### config.mk
export PLATFORM = sky130hd
export DESIGN_NAME = ihc_front
export DESIGN_NICKNAME = d
export VERILOG_FILES = /design/src/ihc_pkg.sv /design/src/ihc_front.sv
export SDC_FILE = /design/constraint.sdc
export NUM_CORES = 1
export LEC_CHECK = 0
export BUFFER_PORTS_ARGS = -buffer_cell sky130_fd_sc_hd__buf_2
export CAP_MARGIN = 10
export CELL_PAD_IN_SITES_DETAIL_PLACEMENT = 0
export CELL_PAD_IN_SITES_GLOBAL_PLACEMENT = 1
export CORE_UTILIZATION = 35
export DETAILED_ROUTE_END_ITERATION = 10
export GPL_ROUTABILITY_DRIVEN = 0
export PLACE_DENSITY_LB_ADDON = 0.1
export SYNTH_ARGS = -nofsm -noshare
export SYNTH_HDL_FRONTEND = slang
export SYNTH_SLANG_ARGS = --single-unit
### constraint.sdc
create_clock -name vclk -period 11.13
set_input_delay 1.6695 -clock vclk [all_inputs]
set_output_delay 1.6695 -clock vclk [all_outputs]
set_load 0.01 [all_outputs]
### src/ihc_pkg.sv
// Shared types and constants for the InSAR phase HSV colorizer.
// Holds the configuration record, the queued pixel record and register indexes.
// No dependencies.
package ihc_pkg;

  localparam int NUM_SEGMENTS_DEF = 3;
  localparam int MAX_COLUMNS_DEF = 16384;
  localparam int QUEUE_DEPTH = 4;

  localparam logic [2:0] REG_USE_COHERENCE = 3'd0;
  localparam logic [2:0] REG_SEGMENT_ONE_START = 3'd1;
  localparam logic [2:0] REG_SEGMENT_TWO_START = 3'd2;
  localparam logic [2:0] REG_IMAGE_WIDTH = 3'd3;
  localparam logic [2:0] REG_STRETCH_ZERO = 3'd4;
  localparam logic [2:0] REG_STRETCH_ONE = 3'd5;
  localparam logic [2:0] REG_STRETCH_TWO = 3'd6;

  localparam logic [1:0] SEG_ZERO = 2'd0;
  localparam logic [1:0] SEG_ONE = 2'd1;
  localparam logic [1:0] SEG_TWO = 2'd2;

  localparam logic [2:0] SEC_RED_UP = 3'd0;
  localparam logic [2:0] SEC_GREEN_MAX = 3'd1;
  localparam logic [2:0] SEC_BLUE_UP = 3'd2;
  localparam logic [2:0] SEC_BLUE_MAX = 3'd3;
  localparam logic [2:0] SEC_RED_DOWN = 3'd4;

  localparam logic [29:0] HUE_K = 30'd683565276;
  localparam logic [29:0] LOG10_HALF_K = 30'd646456993;

  localparam logic [13:0] SEG_START_RESET = 14'd16383;
  localparam logic [14:0] WIDTH_RESET = 15'd16384;
  localparam logic [63:0] STRETCH_RESET = 64'd65536;

  typedef struct packed {
    logic        use_coherence;
    logic [13:0] segment_one_start;
    logic [13:0] segment_two_start;
    logic [14:0] image_width;
    logic [63:0] stretch_zero;
    logic [63:0] stretch_one;
    logic [63:0] stretch_two;
  } cfg_t;

  typedef struct packed {
    logic [15:0] hue;
    logic [16:0] sat;
    logic [1:0]  seg;
    logic        blank;
  } meta_t;

  typedef struct packed {
    meta_t              meta;
    logic signed [23:0] ifg_real;
    logic signed [23:0] ifg_imag;
  } item_t;

endpackage

### src/ihc_front.sv
// Front end: classifies one pixel into hue, saturation, segment and blanking.
// Depends on ihc_pkg.
module ihc_front import ihc_pkg::*; #(
  parameter int NUM_SEGMENTS = NUM_SEGMENTS_DEF,
  parameter int MAX_COLUMNS = MAX_COLUMNS_DEF
) (
  input  cfg_t               cfg,
  input  logic [13:0]        column,
  input  logic signed [15:0] phase,
  input  logic signed [23:0] ifg_real,
  input  logic signed [23:0] ifg_imag,
  input  logic [15:0]        coherence,
  output item_t              item
);

  localparam logic [16:0] MAX_COLS = 17'(MAX_COLUMNS);

  logic signed [46:0] hue_prod;
  logic [43:0]        hue_sum;
  logic [18:0]        sat_num;
  logic [37:0]        sat_prod;

  assign hue_prod = $signed(phase) * $signed({1'b0, HUE_K});
  assign hue_sum = hue_prod[43:0] + 44'h800_0000_0000 + 44'h000_0800_0000;
  assign sat_num = 19'd65538 + {1'b0, coherence, 2'b00};
  assign sat_prod = 38'(sat_num) * 38'd419431;

  always_comb begin
    item.meta.hue = hue_sum[43:28];
    item.meta.sat = cfg.use_coherence ? sat_prod[37:21] : 17'd65536;
    item.meta.blank = ({3'b000, column} >= {2'b00, cfg.image_width}) ||
                      ({3'b000, column} >= MAX_COLS);
    if (NUM_SEGMENTS >= 3 && column >= cfg.segment_two_start) begin
      item.meta.seg = SEG_TWO;
    end else if (NUM_SEGMENTS >= 2 && column >= cfg.segment_one_start) begin
      item.meta.seg = SEG_ONE;
    end else begin
      item.meta.seg = SEG_ZERO;
    end
    item.ifg_real = ifg_real;
    item.ifg_imag = ifg_imag;
  end

endmodule

# --- After elaboration in Yosys (flattened, before gate mapping) ---
# Index checks and enable logic that the tools add are counted.
word_totals:
  output_inout_bits: 84
  ff_bits: 0
classes:
  multipliers: 2
  magnitude_cmp: 3
  n_mux: 3
  n_addsub: 3
ops:
  columns: ["operator", "count"]
  rows:
  - ["$add A44 B28 Y44 const B", 1]
  - ["$add A44 B44 Y44 const B", 1]
  - ["$mul A16 B29 Y42 const B", 1]
  - ["$mul A19 B19 Y38 const B", 1]
  - ["$ge A14 B14 Y1", 2]
  - ["$add A17 B18 Y19 const A", 1]
  - ["$mux W17", 1]
  - ["$ge A14 B15 Y1", 1]
  - ["$mux W2", 1]
  - ["$mux W1", 1]

# --- Longest topological paths before layout ---
logic_depth:
  ltp_word: 3
  depth_mapped: 27

# --- Least setup slack after synthesis ---
# No wires, ideal clock.
synth_path:
  kind: "input port to output port"
  from: "in phase[4]"
  to: "out item[83] (netlist name)"
  cell_stages: 24
  setup_slack_ps: 1815
  path_buffers: 0
  required_ps: 9460
  arrival_ps: 7645
  path_cell_list: "fa_1 > inv_1 > fa_1 > fa_1 > inv_1 > fa_1 > inv_1 > fa_1 > fa_1 > inv_1 > ha_1 > nand2_1 > nor4_1 > o311a_1 > a211oi_1 > o21ai_0 > xnor2_1 > inv_1 > ha_1 > nand3_1 > or4_4 > o31ai_2 > nand3_1 > xnor2_1"
synth_rtl:
  columns: ["item", "line_no", "rtl"]
  rows:
  - ["start, declared", "ihc_front.sv:9", "input logic signed [15:0] phase,"]
  - ["end, declared", "ihc_front.sv:13", "output item_t item"]

==> impl_metrics.tcl <==
set metrics [dict create \
    setup_viol 0 \
    min_path_type "in -> out" \
    hold_violations 0 \
    wirelength_um 40360 \
    worstPathArrival_ns 8.92 \
    ys_warn_count 0 \
    initialDrtViolationCount 320 \
    critical_path_required_ns 9.46 \
    synthToLayoutAreaGrowth_pct 6.193 \
    clockBufferCount 0 \
    grt_pass1_wl_um 65030 \
    detail-route-antenna-nets 0 \
    crit_path_frequent_cell "fa_1" \
    nets 2686 \
    nFlopsAndLatches 0 \
    critPathMaxFanout 8 \
    layout-drive-gt1-share_pct 9.091 \
    min_period_over_period_pct 95.16 \
    maxSlewHeadroom_pct 55.14 \
    seqCellArea_um2 0 \
    coreArea_um2 42130 \
    rows 75 \
    hold_slack_ns 3.339 \
    die_y_um 209.3 \
    syn_nets 2609 \
    dieArea_um2 43790 \
    mostFrequentLayoutCells "519 x inv_1, 380 x ha_1, 258 x fa_1" \
    synth_cell_types 64 \
    syn_avg_cell_area_um2 9.161 \
    hpwl_um 37820 \
    finalSetupTns_ns 0 \
    die_x_um 209.3 \
    final_common_cell "inv_1" \
    postCtsSetupBuffers 0 \
    antenna_found_initial 5 \
    firstDrtPassIters 4 \
    diodes 0 \
    track_usage_pct 19.35 \
    cp.depth 24 \
    crit_start "phase[13]" \
    wire_per_inst_um 17.90 \
    rsz0062_at_grt "no" \
    synth.cell_area_um2 15030 \
    worst-setup-path-type "in -> out" \
    cp_slowest_cell "fa_1" \
    hold_start "ifg_real[4]" \
    nFillCells 4446 \
    vias_per_cell 4.749 \
    syn_inst 1641 \
    end_kind "output port" \
    remaining_drc_errors 0 \
    worst_slew_pin_slew_ns 0.6677 \
    outcome "complete, no violations" \
    port_buffers 126 \
    cap_viol_max_count 0 \
    crit_buf_inv 6 \
    timing.final.ws_setup_ns 0.5382 \
    overflow 0 \
    vias 10710 \
    slowest_delay_ns 0.64 \
    ioPinCount 414 \
    grt_pass1_vias 11620 \
    cp-start-kind "primary input" \
    grt_max_degree 15 \
    max_freq_mhz 94.41 \
    start_util_pct 35.68 \
    place_worst_setup_slack_ns 0.3991 \
    slew_viol_final 0 \
    yosysSeqAreaShare_pct 0 \
    critPathTopFamily "adder cells" \
    hold_depth 0 \
    crit_chain "buf_2 -> fa_1 -> inv_1 -> fa_1 -> fa_1 -> inv_1 -> fa_1 -> inv_1 -> fa_1 -> inv_1 -> fa_1 -> ha_1 -> nand4_1 -> nor3_2 -> o211ai_1 -> a21oi_1 -> nor2b_1 -> xnor2_1 -> and3_1 -> nand3_1 -> nor3_1 -> nand3_1 -> xnor2_1 -> buf_2" \
    fin_crit_ns 10.59 \
]
cells in the mapped netlist, drive strengths merged, types with 6 or more instances:
| cell type | count | area, um2 |
|---|---|---|
| nand2 | 49 | 193.9 |
| and3 | 6 | 37.54 |
| ha | 380 | 4755 |
| nand3 | 18 | 90.09 |
| inv | 519 | 1948 |
| a211oi | 10 | 80.07 |
| xnor2 | 38 | 332.8 |
| a21oi | 54 | 277.8 |
| o21a | 8 | 60.06 |
| nor2b | 8 | 50.05 |
| fa | 258 | 5165 |
| buf | 52 | 397.9 |
| nor2 | 37 | 138.9 |
| a21o | 32 | 241.5 |
| xor2 | 18 | 157.7 |
| nand4 | 25 | 156.4 |
| o21bai | 6 | 45.04 |
| nor3 | 18 | 105.1 |
| o211ai | 7 | 52.55 |
| o21ai | 29 | 160.2 |
kinds of logic after synthesis:
group	after synthesis	synth area share, %
fa+ha+maj	638	65.98
buf+inv	574	15.69
simple gates	188	6.475
compound gates	183	8.448
xor+xnor	56	3.263
mux	2	0.1415
metal layers:
| metal | track usage, % | routed length (um) |
|---|---|---|
| met3 | 2.304 | 1714 |
| met4 | 3.803 | 996 |
| met1 | 27.17 | 19120 |
| met2 | 32.02 | 18460 |
| met5 | 0 | 59 |
through the flow:
stage | instances | utilization [%] | instance area [um2]
floorplan | 1641 | - | 15030
global placement | 2255 | 37.87 | 15960
detailed placement | 2255 | 37.87 | 15960
CTS | 2255 | 37.87 | 15960
global route | 2255 | 37.89 | 15960
finish | 2255 | 37.89 | 15960
worst paths after layout:
path                        to  slack, ns
worst max-delay path  item[80]       0.54
worst min-delay path  item[28]       3.34
what timing repair did:
action | in CTS | in global routing
setup endpoints to repair | 0 | 1
hold buffers | 0 | 0
gates resized for setup | 0 | 1
layout make-up:
type / instances / area, um2 / share of cell area (%)
Multi-Input combinational cell: 1067 / 12680 / 79.43
Tap cell: 539 / 674.4 / 4.224
Inverter: 519 / 1948 / 12.20
Timing Repair Buffer: 130 / 660.6 / 4.138
Power is not shown: default switching activity piles up to over one toggle a cycle in this logic, so the estimate is an artifact.
