File: config.mk
export PLATFORM = sky130hd
export DESIGN_NAME = ihc_queue
export DESIGN_NICKNAME = d
export VERILOG_FILES = /design/src/ihc_pkg.sv /design/src/ihc_queue.sv
export SDC_FILE = /design/constraint.sdc
export NUM_CORES = 1
export LEC_CHECK = 0
export BUFFER_PORTS_ARGS = -buffer_cell sky130_fd_sc_hd__buf_2
export CAP_MARGIN = 10
export CORE_AREA = 5 5 216 270
export DETAILED_ROUTE_END_ITERATION = 10
export DIE_AREA = 0 0 221 275
export GPL_TIMING_DRIVEN = 0
export MAX_ROUTING_LAYER = met4
export SLEW_MARGIN = 10
export SYNTH_ARGS = -nofsm -noshare
export SYNTH_HDL_FRONTEND = slang
export SYNTH_SLANG_ARGS = --single-unit
export TNS_END_PERCENT = 50
File: constraint.sdc
create_clock -name clk -period 3.39 [get_ports clk]
set_input_delay 0.678 -clock clk [delete_from_list [all_inputs] [get_ports clk]]
set_output_delay 0.678 -clock clk [all_outputs]
set_load 0.02 [all_outputs]
File: src/ihc_pkg.sv
// Shared types and constants for the InSAR phase HSV colorizer.
// Holds the configuration record, the queued pixel record and register indexes.
// No dependencies.
package ihc_pkg;

  localparam int NUM_SEGMENTS_DEF = 3;
  localparam int MAX_COLUMNS_DEF = 16384;
  localparam int QUEUE_DEPTH = 4;

  localparam logic [2:0] REG_USE_COHERENCE = 3'd0;
  localparam logic [2:0] REG_SEGMENT_ONE_START = 3'd1;
  localparam logic [2:0] REG_SEGMENT_TWO_START = 3'd2;
  localparam logic [2:0] REG_IMAGE_WIDTH = 3'd3;
  localparam logic [2:0] REG_STRETCH_ZERO = 3'd4;
  localparam logic [2:0] REG_STRETCH_ONE = 3'd5;
  localparam logic [2:0] REG_STRETCH_TWO = 3'd6;

  localparam logic [1:0] SEG_ZERO = 2'd0;
  localparam logic [1:0] SEG_ONE = 2'd1;
  localparam logic [1:0] SEG_TWO = 2'd2;

  localparam logic [2:0] SEC_RED_UP = 3'd0;
  localparam logic [2:0] SEC_GREEN_MAX = 3'd1;
  localparam logic [2:0] SEC_BLUE_UP = 3'd2;
  localparam logic [2:0] SEC_BLUE_MAX = 3'd3;
  localparam logic [2:0] SEC_RED_DOWN = 3'd4;

  localparam logic [29:0] HUE_K = 30'd683565276;
  localparam logic [29:0] LOG10_HALF_K = 30'd646456993;

  localparam logic [13:0] SEG_START_RESET = 14'd16383;
  localparam logic [14:0] WIDTH_RESET = 15'd16384;
  localparam logic [63:0] STRETCH_RESET = 64'd65536;

  typedef struct packed {
    logic        use_coherence;
    logic [13:0] segment_one_start;
    logic [13:0] segment_two_start;
    logic [14:0] image_width;
    logic [63:0] stretch_zero;
    logic [63:0] stretch_one;
    logic [63:0] stretch_two;
  } cfg_t;

  typedef struct packed {
    logic [15:0] hue;
    logic [16:0] sat;
    logic [1:0]  seg;
    logic        blank;
  } meta_t;

  typedef struct packed {
    meta_t              meta;
    logic signed [23:0] ifg_real;
    logic signed [23:0] ifg_imag;
  } item_t;

endpackage

File: src/ihc_queue.sv
// Short request queue between the front end and the back-end pipeline.
// Depends on ihc_pkg.
module ihc_queue import ihc_pkg::*; #(
  parameter int DEPTH = QUEUE_DEPTH
) (
  input  logic  clk,
  input  logic  rst,
  input  logic  push,
  input  item_t push_item,
  output logic  ready,
  input  logic  pop,
  output logic  valid,
  output item_t pop_item
);

  localparam int PW = (DEPTH > 1) ? $clog2(DEPTH) : 1;
  localparam int CW = $clog2(DEPTH + 1);

  item_t          mem [DEPTH];
  logic [PW-1:0]  wr_ptr;
  logic [PW-1:0]  rd_ptr;
  logic [CW-1:0]  count;
  logic           do_push;
  logic           do_pop;

  assign ready = count != CW'(DEPTH);
  assign valid = count != '0;
  assign pop_item = mem[rd_ptr];
  assign do_push = push && ready;
  assign do_pop = pop && valid;

  always_ff @(posedge clk) begin
    if (do_push) begin
      mem[wr_ptr] <= push_item;
    end
  end

  always_ff @(posedge clk) begin
    if (rst) begin
      wr_ptr <= '0;
      rd_ptr <= '0;
      count <= '0;
    end else begin
      if (do_push) begin
        wr_ptr <= (wr_ptr == PW'(DEPTH - 1)) ? '0 : wr_ptr + 1'b1;
      end
      if (do_pop) begin
        rd_ptr <= (rd_ptr == PW'(DEPTH - 1)) ? '0 : rd_ptr + 1'b1;
      end
      count <= count + CW'(do_push) - CW'(do_pop);
    end
  end

endmodule

### Word-level counts from Yosys, hierarchy flattened

Memory sizes are Yosys's and may differ from the RTL's. A register that Yosys moved wholly into a read port is not among the register bits.
Index checks and enable logic that the tools add are counted.

* bits in registers: 7
* bits in writable memories: 336
* bits of input ports: 88
* output and inout port bits: 86
* logic and storage cells: 20
* memories: 1

Memory list
* mem: depth 4, bits a word 84, read ports 1, clocked after Yosys merged registers in 1, write ports 1, line ihc_queue.sv:19 `item_t mem [DEPTH];`

* add/sub/neg operators: 4
* equal/unequal tests: 3
* mux-type cells: 6
* reduce and logical (&&, ||, !) cells: 3

Operator list (count)
* $mux 2: 4
* $add 2x1->2 const B: 2
* $eq 2x2->1 const B: 2
* $add 3x1->3: 1
* $ne 3x3->1 const B: 1
* $reduce_bool 3->1: 1
* $sub 3x1->3: 1
* $logic_and 1x1->1: 2
* $mux 1: 2

### Longest topological paths before layout

* word-level depth: 4
* depth in mapped cells: 11
* depth with buffers taken out: 10

### Worst setup path after synthesis

OpenSTA, ideal clock, no wires.

* kind: flip-flop to flip-flop
* start point: reg count[1]
* end point: mem mem[0][0] (netlist bit), enable pin
* setup time: 452 ps
* arrival: 2746 ps
* data required time: 2938 ps
* setup slack: 191 ps
* cell stages (with the launch flop): 4
* buffers on the path: 1
* period minus slack after synthesis: 3199 ps
* path through: dfxtp_1 > or3b_1 > buf_2 > and3_1

* cells in the longest elaborated chain, start to end: 4

RTL lines
* from (decl): line ihc_queue.sv:22 `logic [CW-1:0] count;`
* from (signal assigned): line ihc_queue.sv:50 `count <= count + CW'(do_push) - CW'(do_pop);`
* $ne 3x3->1: line ihc_queue.sv:26 `assign ready = count != CW'(DEPTH);`
* named net ready: line ihc_queue.sv:10 `output logic ready,`
* $logic_and 1x1->1: line ihc_queue.sv:29 `assign do_push = push && ready;`
* $mux 1: line ihc_queue.sv:33 `if (do_push) begin`
* $mux 1 (not written as such): line ihc_queue.sv:34 `mem[wr_ptr] <= push_item;`
* to (decl): line ihc_queue.sv:19

The timed path passes the listed nets, and every way through them passes these cells.

==> out/metrics.yaml <==
synth.area.mux_share_pct: 15.2
synth_fp_nets: 583
grt_pass1_vias: 6331
finalInstanceArea_mm2: 0.0157
fin_crit_ns: 2.95
cts_sinks: 345
timing.rr.end: "count[2]$_SDFF_PP0_"
start_kind: "flip-flop"
min_path_type: "input pin to flip-flop"
antenna_found_initial: 4
setup_viol: 0
synthTopCellsByCount: "edfxtp_1 (336), mux4_2 (84), buf_2 (9), dfxtp_1 (9), ha_1 (7)"
ant_nets: 0
die_w_um: 221
synthTopCellsByArea: "edfxtp_1 (80%), mux4_2 (15%), dfxtp_1 (1.4%), ha_1 (0.70%), buf_6 (0.54%)"
syn-instance-count: 487
powerDensity_mw_per_mm2: 769
gp_congestion: 0.660
hpwl_mm: 17.8
synth_cell_types: 26
yosys.area_share.simple_pct: 0.815
port_buffers: 172
rows: 97
synth_compound_area_share_pct: 0.239
via_per_inst: 3.91
yosysWarnings: 0
first_pass_iters: 4
p_total_w: 0.0121
ys_ff_latch: 345
fin_nets: 802
slew_violations: 0
synth.most_common_cell: "edfxtp_1"
ff2ff_path_depth: 10
nFillCells: 5576
maxCapViolCount: 0
yosys.area.top_type_share_pct: 80.2
grt_first_pass_wirelength_mm: 40.7
rsz0062_at_grt: "no"
crit_arrival_ns: 2.28
synth_edf_count: 336
yosys.area_share.xor_xnor_pct: 0.0696
htree_levels: 2
tightestPinTransition_ns: 0.926
clock_latency_ns: 0.53
timing.rr.start: "count[1]$_SDFF_PP0_"
post-route-drc-count: 0
start_util_pct: 22.6
hold_viol_final: 0
crit_required_ns: 2.71
wl_mm: 27.6
finalCoreUtilization_pct: 28.3
relSlewSlack_pct: 38.3
synth_top_family_by_area: "multiplexers"
dieArea_mm2: 0.0608
synth_ff_type: "edfxtp_1"
path_max_fanout: 10
ir_worst_vdd_v: 0.000454
clk_path_buf_depth: 3
design.core.area_mm2: 0.0556
finalSetupTns_ns: 0
hold_depth: 1
pre_cts_ws_ns: 0.452
fin_crit_sh_pct: 87.1
syn_area_mm2: 0.0126
multi_input_area_mm2: 0.00218
avgSynthCellArea_um2: 25.8
postPlaceCellArea_mm2: 0.0146
io-pin-count: 174
numCtsBuffers: 37
drt_iter0_drc: 345
seq_area_frac_synth_pct: 81.6
path_class: "flip-flop to primary output"
synthArstFlopShare_pct: 0
area_delta_synth_final_pct: 25.1
outcome: "finished clean"
clk_pin_slew_ns: 0.06
grt_max_degree: 38
layout-drive-gt1-share_pct: 45.9
min-delay-start: "push_item[55]"
r2r_setup_slack_ns: 0.91
die_y_um: 275
postCtsSetupRepairBufs: 0
setup_ws_ns: 0.436
cts_tree: "built"
sequential_cell_area_mm2: 0.0103
via_count: 5786
cellLeakagePower_nw: 5.16
yosys.area.top_type: "edfxtp_1"
fmax_mhz: 339
gr-total-overflow: 0
track_usage_pct: 9.22
synthAdderAreaFrac_pct: 0.855
worst_setup_path_end_kind: "primary output"
hold_path_end: "mem[3][55]$_DFFE_PP_"
skew_ns: 0.0146
cts_root_buf: "clkbuf_16"
post_drt_wl_per_cell_um: 18.7
## worst max-delay path, stage by stage, from the launching register on
cell      delay [ns]
dfxtp_1         0.35
clkbuf_2        0.42
buf_2           0.37
mux4_2          0.41
buf_2           0.19
## layout by cell type, fill, tap and decap left out, types with 3 or more instances in the layout
master	count
edfxtp_1	336
buf_2	181
mux4_2	84
clkbuf_16	37
clkbuf_1	11
dfxtp_1	9
clkinv_1	9
ha_1	7
buf_6	6
inv_1	5
diode_2	4
and3_4	4
clkinv_2	4
buf_16	4
buf_12	4
nor2_1	3
inv_6	3
bufinv_16	3
## layout make-up
type                       count  share of cell area, %
antenna                        4                 0.0636
buffer                        20                  0.866
clock buffer                  45                   6.07
clock inverter                22                   1.23
inverter                       5                  0.119
multi-input combinational    117                   13.9
sequential                   345                   65.2
tap                          742                   5.90
timing repair buffer         180                   6.68
## what timing repair did
action	in CTS	in global routing
setup endpoints to repair	60	0
hold buffers	0	0
resized for setup	1	0
## sequential cells by signal, indices dropped and copies added, names as in the netlist, named ones only
signal / flops
mem: 336
count: 3
wr_ptr: 2
rd_ptr: 2
## per-layer routing
layer	vias to the layer above	track usage [%]	share of wire, %
li1	2530	-	-
met1	3065	10.6	41
met2	139	15.2	50
met3	52	2.71	5.9
met4	0	3.85	3.2
met5	-	-	0
## cells by family after synthesis
kind of cell / after synthesis
DFF: 345
muxes: 86
buffers and inverters: 25
and+or+nand+nor: 18
adders and majority gates: 8
AOI/OAI and AO/OA: 4
xor gates and xnor gates: 1
## where the power goes
| group | switching [W] | total (W) | internal (W) |
|---|---|---|---|
| combinational | 0.00174 | 0.00293 | 0.00119 |
| sequential | 0.000108 | 0.00533 | 0.00522 |
| clock | 0.00160 | 0.00384 | 0.00225 |
| total | 0.00344 | 0.0121 | 0.00866 |
## how the worst max path moves through the flow
stage | end | startpoint | slack [ns] | depth (start not counted)
3_3_place_gp | mem[1][27]$_DFFE_PP_ | push | -1.99 | 2
5_1_grt | pop_item[44] | flip-flop | 0.26 | 4
6_report | pop_item[42] | flip-flop | 0.44 | 4
4_1_cts | pop_item[42] | flip-flop | 0.30 | 4
3_5_place_dp | pop_item[42] | flip-flop | 0.45 | 4
2_1_floorplan | mem[0][0]$_DFFE_PP_ | count[1]$_SDFF_PP0_ | 0.19 | 3
## metrics by stage
step	hold slack, ns	std cells
CTS	0.296	1476
finish	0.351	1480
floorplan	0.463	487
detailed placement	0.494	1409
global route	0.307	1480
global placement	0.503	1401
(Power assumes the default switching activity.)
